### config.mk
export PLATFORM = sky130hd
export DESIGN_NAME = dual_channel_rms_meter_core
export DESIGN_NICKNAME = d
export VERILOG_FILES = /design/src/dcrm_pkg.sv /design/src/dual_channel_rms_meter_core.sv /design/src/dcrm_sqacc.sv /design/src/dcrm_divsqrt.sv
export SDC_FILE = /design/constraint.sdc
export NUM_CORES = 2
export LEC_CHECK = 0
export ABC_AREA = 1
export BUFFER_PORTS_ARGS = -buffer_cell sky130_fd_sc_hd__buf_2
export CAP_MARGIN = 10
export CORE_MARGIN = 8
export CORE_UTILIZATION = 30
export DETAILED_ROUTE_END_ITERATION = 10
export GPL_ROUTABILITY_DRIVEN = 0
export PLACE_DENSITY = 0.4
export SLEW_MARGIN = 30
export SYNTH_ARGS = -nofsm -noshare
export SYNTH_HDL_FRONTEND = slang
export SYNTH_SLANG_ARGS = --single-unit
### constraint.sdc
create_clock -name clk -period 33.6 [get_ports clk]
set_input_delay 10.08 -clock clk [delete_from_list [all_inputs] [get_ports clk]]
set_output_delay 10.08 -clock clk [all_outputs]
set_load 0.05 [all_outputs]
### src/dcrm_pkg.sv
// Shared constants and types of the dual channel RMS meter.
package dcrm_pkg;

  localparam int SAMPLE_BITS_DEFAULT = 12;
  localparam int SUM_BITS_DEFAULT    = 56;
  localparam int REG_BITS            = 16;
  localparam int FRAC_BITS           = 4;
  localparam int SCALE_SHIFT         = 12;
  localparam int RESULT_BITS         = 18;
  localparam int OUT_BITS            = ((2 * RESULT_BITS + 7) / 8) * 8;
  localparam int ADDR_BITS           = 4;
  localparam int DATA_BITS           = 32;

  localparam logic [1:0] REG_OFFSET  = 2'd0;
  localparam logic [1:0] REG_V_GAIN  = 2'd1;
  localparam logic [1:0] REG_C_GAIN  = 2'd2;
  localparam logic [1:0] REG_WINDOW  = 2'd3;

  localparam logic [REG_BITS-1:0] OFFSET_RESET = 16'd33155;
  localparam logic [REG_BITS-1:0] V_GAIN_RESET = 16'd29667;
  localparam logic [REG_BITS-1:0] C_GAIN_RESET = 16'd1753;
  localparam logic [REG_BITS-1:0] WINDOW_RESET = 16'd10000;

  typedef struct packed {
    logic start;
    logic clear;
  } acc_ctrl_t;

endpackage

### src/dual_channel_rms_meter_core.sv
// Top level of the dual channel windowed RMS meter with its register port and control.
// The slave stream carries one voltage and current sample pair per transaction.
// Each pair is offset corrected, scaled by its channel gain, truncated toward
// zero, squared and added to a saturating sum of squares per channel.
// When the pair count reaches the window length, both sums are divided by the
// window, their integer square roots are taken, and one master transaction
// carries both results; the sums and the count then restart from zero.
// A pair passes through the bit-serial gain and square multiplications, which
// are MAG+4 bits wide, where MAG is the wider of SAMPLE_BITS+4 and 16; the next
// pair is accepted only once both channels have added their squares. At a
// window end the bit-serial divider and square root run, and no pair is taken,
// until the result is ready. Results pass through a holding stage and an
// output register, so new pairs are accepted while a result waits; a stalled
// receiver only blocks the next window end. Reset clears the sums, the count,
// pending results and loads the register defaults. Registers are to be written
// through the APB port only while idle; the block itself does not enforce this.
module dual_channel_rms_meter_core #(
  parameter int SAMPLE_BITS = dcrm_pkg::SAMPLE_BITS_DEFAULT,
  parameter int SUM_BITS    = dcrm_pkg::SUM_BITS_DEFAULT
) (
  input  logic                                 clk,
  input  logic                                 rst,
  input  logic                                 s_tvalid,
  output logic                                 s_tready,
  // voltage_sample, current_sample
  input  logic [((2*SAMPLE_BITS+7)/8)*8-1:0]   s_tdata,
  output logic                                 m_tvalid,
  input  logic                                 m_tready,
  // rms_voltage, rms_current
  output logic [dcrm_pkg::OUT_BITS-1:0]        m_tdata,
  input  logic                                 psel,
  input  logic                                 penable,
  input  logic                                 pwrite,
  input  logic [dcrm_pkg::ADDR_BITS-1:0]       paddr,
  input  logic [dcrm_pkg::DATA_BITS-1:0]       pwdata,
  output logic [dcrm_pkg::DATA_BITS-1:0]       prdata,
  output logic                                 pready
);

  typedef enum logic [1:0] {S_IDLE, S_ACC, S_WAIT, S_ROOT} state_t;

  state_t                           state;
  logic [dcrm_pkg::REG_BITS-1:0]    offset_q4;
  logic [dcrm_pkg::REG_BITS-1:0]    voltage_gain_q8;
  logic [dcrm_pkg::REG_BITS-1:0]    current_gain_q8;
  logic [dcrm_pkg::REG_BITS-1:0]    window_length;
  logic [dcrm_pkg::REG_BITS-1:0]    sample_count;
  logic                             pending;

  logic [dcrm_pkg::REG_BITS-1:0]    win_eff;
  logic [dcrm_pkg::REG_BITS-1:0]    count_inc;
  logic                             win_end;
  logic                             accept;
  logic                             wr_en;
  logic                             div_start;
  logic                             acc_done;
  logic                             root_done;
  dcrm_pkg::acc_ctrl_t              acc_ctrl;

  logic [SUM_BITS-1:0]              v_sum;
  logic [SUM_BITS-1:0]              c_sum;
  logic                             v_done;
  logic                             c_done;
  logic [dcrm_pkg::RESULT_BITS-1:0] v_root;
  logic [dcrm_pkg::RESULT_BITS-1:0] c_root;
  logic                             v_rdone;
  logic                             c_rdone;

  always_comb begin
    s_tready  = (state == S_IDLE);
    accept    = s_tvalid && s_tready;
    pready    = 1'b1;
    wr_en     = psel && penable && pwrite && pready;
    win_eff   = (window_length == '0) ? dcrm_pkg::REG_BITS'(1) : window_length;
    count_inc = sample_count + 1'b1;
    win_end   = (count_inc >= win_eff);
    acc_done  = v_done && c_done;
    root_done = v_rdone && c_rdone;
    div_start = ((state == S_ACC) && acc_done && win_end && !pending) ||
                ((state == S_WAIT) && !pending);
    acc_ctrl.start = accept;
    acc_ctrl.clear = div_start;
  end

  always_comb begin
    unique case (paddr[3:2])
      dcrm_pkg::REG_OFFSET: prdata = dcrm_pkg::DATA_BITS'(offset_q4);
      dcrm_pkg::REG_V_GAIN: prdata = dcrm_pkg::DATA_BITS'(voltage_gain_q8);
      dcrm_pkg::REG_C_GAIN: prdata = dcrm_pkg::DATA_BITS'(current_gain_q8);
      dcrm_pkg::REG_WINDOW: prdata = dcrm_pkg::DATA_BITS'(window_length);
      default:              prdata = '0;
    endcase
  end

  always_ff @(posedge clk) begin
    if (rst) begin
      state           <= S_IDLE;
      sample_count    <= '0;
      pending         <= 1'b0;
      m_tvalid        <= 1'b0;
      offset_q4       <= dcrm_pkg::OFFSET_RESET;
      voltage_gain_q8 <= dcrm_pkg::V_GAIN_RESET;
      current_gain_q8 <= dcrm_pkg::C_GAIN_RESET;
      window_length   <= dcrm_pkg::WINDOW_RESET;
    end else begin
      if (wr_en) begin
        unique case (paddr[3:2])
          dcrm_pkg::REG_OFFSET: offset_q4       <= pwdata[dcrm_pkg::REG_BITS-1:0];
          dcrm_pkg::REG_V_GAIN: voltage_gain_q8 <= pwdata[dcrm_pkg::REG_BITS-1:0];
          dcrm_pkg::REG_C_GAIN: current_gain_q8 <= pwdata[dcrm_pkg::REG_BITS-1:0];
          dcrm_pkg::REG_WINDOW: window_length   <= pwdata[dcrm_pkg::REG_BITS-1:0];
          default: ;
        endcase
      end

      if (pending && (!m_tvalid || m_tready)) begin
        m_tvalid <= 1'b1;
        m_tdata  <= dcrm_pkg::OUT_BITS'({c_root, v_root});
        pending  <= 1'b0;
      end else if (m_tvalid && m_tready) begin
        m_tvalid <= 1'b0;
      end

      unique case (state)
        S_IDLE: begin
          if (accept) begin
            state <= S_ACC;
          end
        end
        S_ACC: begin
          if (acc_done) begin
            if (win_end) begin
              sample_count <= '0;
              state        <= pending ? S_WAIT : S_ROOT;
            end else begin
              sample_count <= count_inc;
              state        <= S_IDLE;
            end
          end
        end
        S_WAIT: begin
          if (!pending) begin
            state <= S_ROOT;
          end
        end
        S_ROOT: begin
          if (root_done) begin
            pending <= 1'b1;
            state   <= S_IDLE;
          end
        end
        default: state <= S_IDLE;
      endcase
    end
  end

  dcrm_sqacc #(
    .SAMPLE_BITS(SAMPLE_BITS),
    .SUM_BITS   (SUM_BITS)
  ) u_v_acc (
    .clk   (clk),
    .rst   (rst),
    .ctrl  (acc_ctrl),
    .sample(s_tdata[SAMPLE_BITS-1:0]),
    .offset(offset_q4),
    .gain  (voltage_gain_q8),
    .sum   (v_sum),
    .done  (v_done)
  );

  dcrm_sqacc #(
    .SAMPLE_BITS(SAMPLE_BITS),
    .SUM_BITS   (SUM_BITS)
  ) u_c_acc (
    .clk   (clk),
    .rst   (rst),
    .ctrl  (acc_ctrl),
    .sample(s_tdata[2*SAMPLE_BITS-1:SAMPLE_BITS]),
    .offset(offset_q4),
    .gain  (current_gain_q8),
    .sum   (c_sum),
    .done  (c_done)
  );

  dcrm_divsqrt #(
    .SUM_BITS(SUM_BITS)
  ) u_v_root (
    .clk  (clk),
    .rst  (rst),
    .start(div_start),
    .sum  (v_sum),
    .win  (win_eff),
    .root (v_root),
    .done (v_rdone)
  );

  dcrm_divsqrt #(
    .SUM_BITS(SUM_BITS)
  ) u_c_root (
    .clk  (clk),
    .rst  (rst),
    .start(div_start),
    .sum  (c_sum),
    .win  (win_eff),
    .root (c_root),
    .done (c_rdone)
  );

endmodule

### src/dcrm_sqacc.sv
// Bit-serial offset, gain and square unit with a saturating sum of squares.
module dcrm_sqacc #(
  parameter int SAMPLE_BITS = dcrm_pkg::SAMPLE_BITS_DEFAULT,
  parameter int SUM_BITS    = dcrm_pkg::SUM_BITS_DEFAULT
) (
  input  logic                          clk,
  input  logic                          rst,
  input  dcrm_pkg::acc_ctrl_t           ctrl,
  input  logic [SAMPLE_BITS-1:0]        sample,
  input  logic [dcrm_pkg::REG_BITS-1:0] offset,
  input  logic [dcrm_pkg::REG_BITS-1:0] gain,
  output logic [SUM_BITS-1:0]           sum,
  output logic                          done
);

  localparam int MAG_BITS = (SAMPLE_BITS + dcrm_pkg::FRAC_BITS > dcrm_pkg::REG_BITS) ?
                            SAMPLE_BITS + dcrm_pkg::FRAC_BITS : dcrm_pkg::REG_BITS;
  localparam int SC_BITS  = MAG_BITS + dcrm_pkg::REG_BITS - dcrm_pkg::SCALE_SHIFT;
  localparam int SQ_BITS  = 2 * SC_BITS;
  localparam int ADD_BITS = ((SUM_BITS > SQ_BITS) ? SUM_BITS : SQ_BITS) + 1;
  localparam int CNT_BITS = $clog2(SC_BITS);

  typedef enum logic [1:0] {S_IDLE, S_GAIN, S_SQUARE, S_ADD} state_t;

  state_t               state;
  logic [CNT_BITS-1:0]  cnt;
  logic [SC_BITS-1:0]   mcand;
  logic [SC_BITS-1:0]   mplier;
  logic [SQ_BITS-1:0]   prod;

  logic [MAG_BITS-1:0]  q4;
  logic [MAG_BITS-1:0]  off_ext;
  logic [MAG_BITS-1:0]  mag;
  logic [SC_BITS:0]     add_sum;
  logic [SQ_BITS-1:0]   prod_step;
  logic [SC_BITS-1:0]   scaled;
  logic [ADD_BITS-1:0]  total;
  logic [SUM_BITS-1:0]  sum_sat;

  always_comb begin
    q4        = MAG_BITS'(sample) << dcrm_pkg::FRAC_BITS;
    off_ext   = MAG_BITS'(offset);
    mag       = (q4 >= off_ext) ? (q4 - off_ext) : (off_ext - q4);
    add_sum   = {1'b0, prod[SQ_BITS-1:SC_BITS]} + (mplier[0] ? {1'b0, mcand} : '0);
    prod_step = {add_sum, prod[SC_BITS-1:1]};
    scaled    = prod_step[SC_BITS+dcrm_pkg::SCALE_SHIFT-1:dcrm_pkg::SCALE_SHIFT];
    total     = ADD_BITS'(sum) + ADD_BITS'(prod);
    sum_sat   = (total > ADD_BITS'({SUM_BITS{1'b1}})) ? '1 : total[SUM_BITS-1:0];
  end

  always_ff @(posedge clk) begin
    if (rst) begin
      state <= S_IDLE;
      sum   <= '0;
      done  <= 1'b0;
    end else begin
      done <= (state == S_ADD);
      if (ctrl.clear) begin
        sum <= '0;
      end
      unique case (state)
        S_IDLE: begin
          if (ctrl.start) begin
            mcand  <= SC_BITS'(mag);
            mplier <= SC_BITS'(gain);
            prod   <= '0;
            cnt    <= CNT_BITS'(SC_BITS - 1);
            state  <= S_GAIN;
          end
        end
        S_GAIN: begin
          if (cnt == '0) begin
            mcand  <= scaled;
            mplier <= scaled;
            prod   <= '0;
            cnt    <= CNT_BITS'(SC_BITS - 1);
            state  <= S_SQUARE;
          end else begin
            prod   <= prod_step;
            mplier <= mplier >> 1;
            cnt    <= cnt - 1'b1;
          end
        end
        S_SQUARE: begin
          prod   <= prod_step;
          mplier <= mplier >> 1;
          cnt    <= cnt - 1'b1;
          if (cnt == '0) begin
            state <= S_ADD;
          end
        end
        S_ADD: begin
          sum   <= sum_sat;
          state <= S_IDLE;
        end
        default: state <= S_IDLE;
      endcase
    end
  end

endmodule

### src/dcrm_divsqrt.sv
// Bit-serial restoring divider followed by a two-bit-per-step integer square root.
module dcrm_divsqrt #(
  parameter int SUM_BITS = dcrm_pkg::SUM_BITS_DEFAULT
) (
  input  logic                             clk,
  input  logic                             rst,
  input  logic                             start,
  input  logic [SUM_BITS-1:0]              sum,
  input  logic [dcrm_pkg::REG_BITS-1:0]    win,
  output logic [dcrm_pkg::RESULT_BITS-1:0] root,
  output logic                             done
);

  localparam int RT_BITS   = (SUM_BITS + 1) / 2;
  localparam int V_BITS    = 2 * RT_BITS;
  localparam int SREM_BITS = RT_BITS + 2;
  localparam int DREM_BITS = dcrm_pkg::REG_BITS + 1;
  localparam int CNT_BITS  = $clog2(SUM_BITS);

  typedef enum logic [1:0] {S_IDLE, S_DIV, S_SQRT} state_t;

  state_t                        state;
  logic [CNT_BITS-1:0]           cnt;
  logic [dcrm_pkg::REG_BITS-1:0] win_q;
  logic [SUM_BITS-1:0]           dq;
  logic [DREM_BITS-1:0]          drem;
  logic [V_BITS-1:0]             val;
  logic [SREM_BITS-1:0]          srem;
  logic [RT_BITS-1:0]            rt;

  logic [DREM_BITS-1:0]          dsh;
  logic                          dge;
  logic [SREM_BITS+1:0]          ssh;
  logic [SREM_BITS+1:0]          trial;
  logic                          sge;

  always_comb begin
    dsh   = {drem[dcrm_pkg::REG_BITS-1:0], dq[SUM_BITS-1]};
    dge   = dsh >= {1'b0, win_q};
    ssh   = {srem, val[V_BITS-1:V_BITS-2]};
    trial = (SREM_BITS + 2)'({rt, 2'b01});
    sge   = ssh >= trial;
    root  = (|rt[RT_BITS-1:dcrm_pkg::RESULT_BITS]) ? '1 : rt[dcrm_pkg::RESULT_BITS-1:0];
  end

  always_ff @(posedge clk) begin
    if (rst) begin
      state <= S_IDLE;
      done  <= 1'b0;
    end else begin
      done <= (state == S_SQRT) && (cnt == '0);
      unique case (state)
        S_IDLE: begin
          if (start) begin
            dq    <= sum;
            drem  <= '0;
            win_q <= win;
            cnt   <= CNT_BITS'(SUM_BITS - 1);
            state <= S_DIV;
          end
        end
        S_DIV: begin
          drem <= dge ? (dsh - {1'b0, win_q}) : dsh;
          dq   <= {dq[SUM_BITS-2:0], dge};
          if (cnt == '0) begin
            val   <= V_BITS'({dq[SUM_BITS-2:0], dge});
            srem  <= '0;
            rt    <= '0;
            cnt   <= CNT_BITS'(RT_BITS - 1);
            state <= S_SQRT;
          end else begin
            cnt   <= cnt - 1'b1;
          end
        end
        S_SQRT: begin
          srem <= SREM_BITS'(sge ? (ssh - trial) : ssh);
          rt   <= {rt[RT_BITS-2:0], sge};
          val  <= val << 2;
          cnt  <= cnt - 1'b1;
          if (cnt == '0) begin
            state <= S_IDLE;
          end
        end
        default: state <= S_IDLE;
      endcase
    end
  end

endmodule

==> results summary <==
After detailed routing, the number of remaining DRC violations is 0. Walking the worst path, the cells encountered are buf_2 -> inv_2 -> nor2_2 -> inv_1 -> o22ai_1 -> a21oi_1 -> o21ai_0 -> buf_2. The remaining global-route overflow came out at 0. STA classifies the critical path endpoint as a primary output. The global routing's busiest layer is met2. In this run the power density over the cells is 53.2 nW/µm². Compared with the post-synthesis result, the final layout area differs by 11.0%.

Excluding fillers, the count of instances in the completed layout stands at 9896. The wire length reported by the detailed router came out at 173 mm. After synthesis, the largest family of logic cells by area is simple AND/OR/NAND/NOR gates. The area share of fa/ha/maj cells after synthesis is 7.11%.

The number of standard-cell rows in the floorplan came out at 156. Counting the fill cells in the layout gives 19700. The met2 demand-to-capacity share in global routing came out at 27.0%.

The height of the die came out at 442 µm. The via count normalized by instance count is 4.64. The wire length per cell came out at 17.5 µm. The pin count of the biggest net entering global routing came out at 89. The final clock period utilization by the worst path came out at 64.6%. Of the total synthesized cell area, the portion taken by AND, OR, NAND and NOR gates is 29.9%. The average footprint of a synthesized cell came out at 7.33 µm². The flow ran to the end, and the final reports show no timing, DRC or antenna violations.

The maximum clock insertion buffer count is 3. The worst slew slack as a fraction of its limit came out at 37.1%. The boundary pin count came out at 142. The HPWL after detailed placement is 131 mm.

The via count is 46000. TritonCTS built the clock tree. On the critical path, the stage with the largest delay is an instance of sky130_fd_sc_hd__nor2_2. Setup violations remaining at the end of the flow were counted as 0. The number of clock buffers added by TritonCTS is 103. The biggest fanout along the worst timing path is 15. The initial cell density of the core came out at 30.1%. The number of different library cells in the post-synthesis netlist is 67. The cell area after synthesis came out at 54400 µm². Counting flops with an async set or reset pin after synthesis yields a share of 0%. The number of I/O port buffers came out at 102. For the pin with the worst max-slew slack, the measured transition is 943 ps.

For this run, the leading register cell type out of synthesis is sky130_fd_sc_hd__edfxtp_1. The post-synthesis xor/xnor area fraction is 2.98%. The overall track demand over capacity in global routing came out at 17.1%.

The sum of negative setup slack is 0 ps. The share of post-route cells with drive strength above 1 came out at 5.77%. The utilization of the core after routing came out at 33.5%. The met3 usage is 2.75%. For met1 alone, demand over resource in global routing was 24.3%. The fraction of the mapped netlist area in compound gates came out at 8.05%. The width of the chip came out at 442 µm. The post-cts repair resize count came out at 0.

The first-pass GRT wire length is 267 mm. The count of endpoints failing hold in the final timing report is 0. The count of H-tree levels built during CTS is 3.

CTS placed an instance of sky130_fd_sc_hd__clkbuf_16 at the clock tree root. The clock latency on the worst-skew pair came out at 740 ps. The stage delay of the slowest cell on the critical path came out at 480 ps.

The number of clock sinks came out at 830. After routing the design area is 60400 µm². Among the stages of the critical path, the cell type that occurs most often is sky130_fd_sc_hd__buf_2. The worst setup path is of the input port to primary output kind. The post-route antenna net violation count came out at 0.

Across the run, the number of max-cap violations was 0. Data on the critical path is required at its endpoint by 23520 ps. The area taken by flip-flops and latches came out at 22800 µm². The placed instance area is 57100 µm². The post-placement cell count is 9699. The net count reported at finish came out at 7806.

For the finished layout, the period the worst path requires is 21720 ps. The first TritonRoute pass finished after 6 iterations. Hold is met by 492 ps. The total area inside the core boundary comes to 180000 µm². The final setup skew is 39.9 ps. The data arrival time of the worst path came out at 11640 ps.

The max-slew violation count came out at 0. The worst setup path is launched from an input port. The count of hold-fix buffers inserted at cts is 0.

The leakage component of the power came out at 28.4 nW. The count of warnings emitted by yosys came out at 0. The multiplexer share of the synthesized area came out at 0%. The clock-pin slew on the worst setup and hold paths is 50 ps. The worst-case vdd ir drop is 0.0440 mV.

The number of enable flip-flop cells after synthesis came out at 622. The multi-input gate area in the final layout is 26300 µm². The number of setup buffers added after CTS is 0.

The gate count of the mapped netlist came out at 7415. The area of the die came out at 195000 µm². The register area share after synthesis is 42.0%. Derived from the worst setup path, the maximum achievable clock frequency is 0.0460 GHz. The class of the tightest hold or removal check is flop to flop. The initial DRC count is 3156.

Setup repair after global routing left no endpoint under its margin. The initial antenna violation count is 3. The number of global-route vias before repair is 45000. The number of flip-flops and latches in the synthesized netlist came out at 830.
## sequential cells by signal, indices dropped and copies added, names as in the netlist, 28 cells and up, named ones only
signal and cells:
m_tdata 36, u_c_acc.prod 40, u_c_acc.sum 56, u_c_root.dq 56, u_c_root.rt 28, u_c_root.srem 30, u_c_root.val 56, u_v_acc.prod 40
u_v_acc.sum 56, u_v_root.dq 56, u_v_root.rt 28, u_v_root.srem 30, u_v_root.val 56
## worst max-delay path: cells and delay by family
| kind | cells | cell delay [ps] |
|---|---|---|
| AO/OA/AOI/OAI | 3 | 390 |
| buffers and inverters | 4 | 690 |
| AND/OR/NAND/NOR | 1 | 480 |
## per-stage QoR
stage | power, mW | worst slack [ps]
floorplan | 1.89 | 11960
detailed placement | 2.15 | 11930
finish | 3.21 | 11880
global route | 3.41 | 11740
CTS | 3.27 | 11920
global placement | 2.15 | 11970
## per-layer routing
metal | vias up | share of wire, %
li1 | 23700 | -
met2 | 827 | 43
met1 | 21200 | 50
met4 | 0 | 2.3
met3 | 204 | 4.7
met5 | - | 0
## final timing paths
path / startpoint / end / slack, ps / depth (start not counted)
setup / recovery: paddr[3] / prdata[1] / 11880 / 8
hold / removal: u_v_acc.sum[51]$_SDFFE_PP0P_ / u_v_acc.sum[51]$_SDFFE_PP0P_ / 490 / 2
setup reg to reg: sample_count[0]$_SDFFE_PP0P_ / u_c_acc.sum[47]$_SDFFE_PP0P_ / 29210 / 17
hold reg to reg: u_v_acc.sum[51]$_SDFFE_PP0P_ / u_v_acc.sum[51]$_SDFFE_PP0P_ / 490 / 2
## area by class of cell
| type | instances | area share, % |
|---|---|---|
| Antenna cell | 4 | 0.0166 |
| Clock inverter | 58 | 0.827 |
| Clock buffer | 134 | 4.55 |
| Sequential cell | 830 | 37.8 |
| Inverter | 1106 | 6.90 |
| Timing Repair Buffer | 137 | 1.34 |
| Multi-Input combinational cell | 5257 | 43.6 |
| Tap cell | 2370 | 4.91 |
## synthesized netlist by cell type, drive strengths merged (2+ instances only)
master / instances / area share (%)
o21bai: 20 / 0.28
edfxtp: 622 / 34
ha: 296 / 6.8
and2: 2 / 0.023
a221oi: 4 / 0.064
a21boi: 12 / 0.17
nor2: 679 / 4.9
clkbuf: 141 / 1.0
o22ai: 2 / 0.023
clkinv: 4 / 0.028
nor4: 16 / 0.23
nand2b: 2 / 0.023
nand4: 66 / 0.76
nand3: 423 / 4.2
a21o: 26 / 0.36
and3: 4 / 0.046
xor2: 101 / 1.6
o21ai: 337 / 3.1
fa: 8 / 0.29
a211oi: 8 / 0.12
a21oi: 306 / 2.8
conb: 2 / 0.014
nand2: 2650 / 18
inv: 1102 / 7.6
or2: 11 / 0.13
a22oi: 4 / 0.055
nand3b: 22 / 0.33
xnor2: 84 / 1.4
dfxtp: 208 / 7.7
buf: 100 / 1.3
o21a: 12 / 0.17
a31oi: 10 / 0.12
nor3b: 5 / 0.069
o211ai: 47 / 0.67
nor3: 74 / 0.69
## where the power goes
| part | total [mW] | internal, mW | switching [mW] |
|---|---|---|---|
| logic | 0.816 | 0.251 | 0.565 |
| registers | 1.31 | 1.23 | 0.0792 |
| clock network | 1.09 | 0.609 | 0.476 |
## logic make-up (layout without fill, tap and decap cells)
kind of cell | after synthesis | in the layout
buf+inv | 1347 | 1435
flops | 830 | 830
simple gates | 3955 | 3955
fa+ha+maj | 304 | 304
other cells | 2 | 25
xor+xnor | 185 | 185
compound gates | 792 | 792
## layout by cell type, fill, tap and decap left out, types with 66 or more instances in the layout
cell                        instances
sky130_fd_sc_hd__nand2_1         2622
sky130_fd_sc_hd__a21oi_1          302
sky130_fd_sc_hd__buf_2            102
sky130_fd_sc_hd__clkbuf_16        103
sky130_fd_sc_hd__xnor2_1           84
sky130_fd_sc_hd__dfxtp_1          208
sky130_fd_sc_hd__xor2_1           101
sky130_fd_sc_hd__nand3_1          394
sky130_fd_sc_hd__nor3_1            70
sky130_fd_sc_hd__ha_1             292
sky130_fd_sc_hd__nand4_1           66
sky130_fd_sc_hd__inv_1           1070
sky130_fd_sc_hd__edfxtp_1         622
sky130_fd_sc_hd__nor2_1           647
sky130_fd_sc_hd__o21ai_0          275
Power figures use the tool's default switching activity.
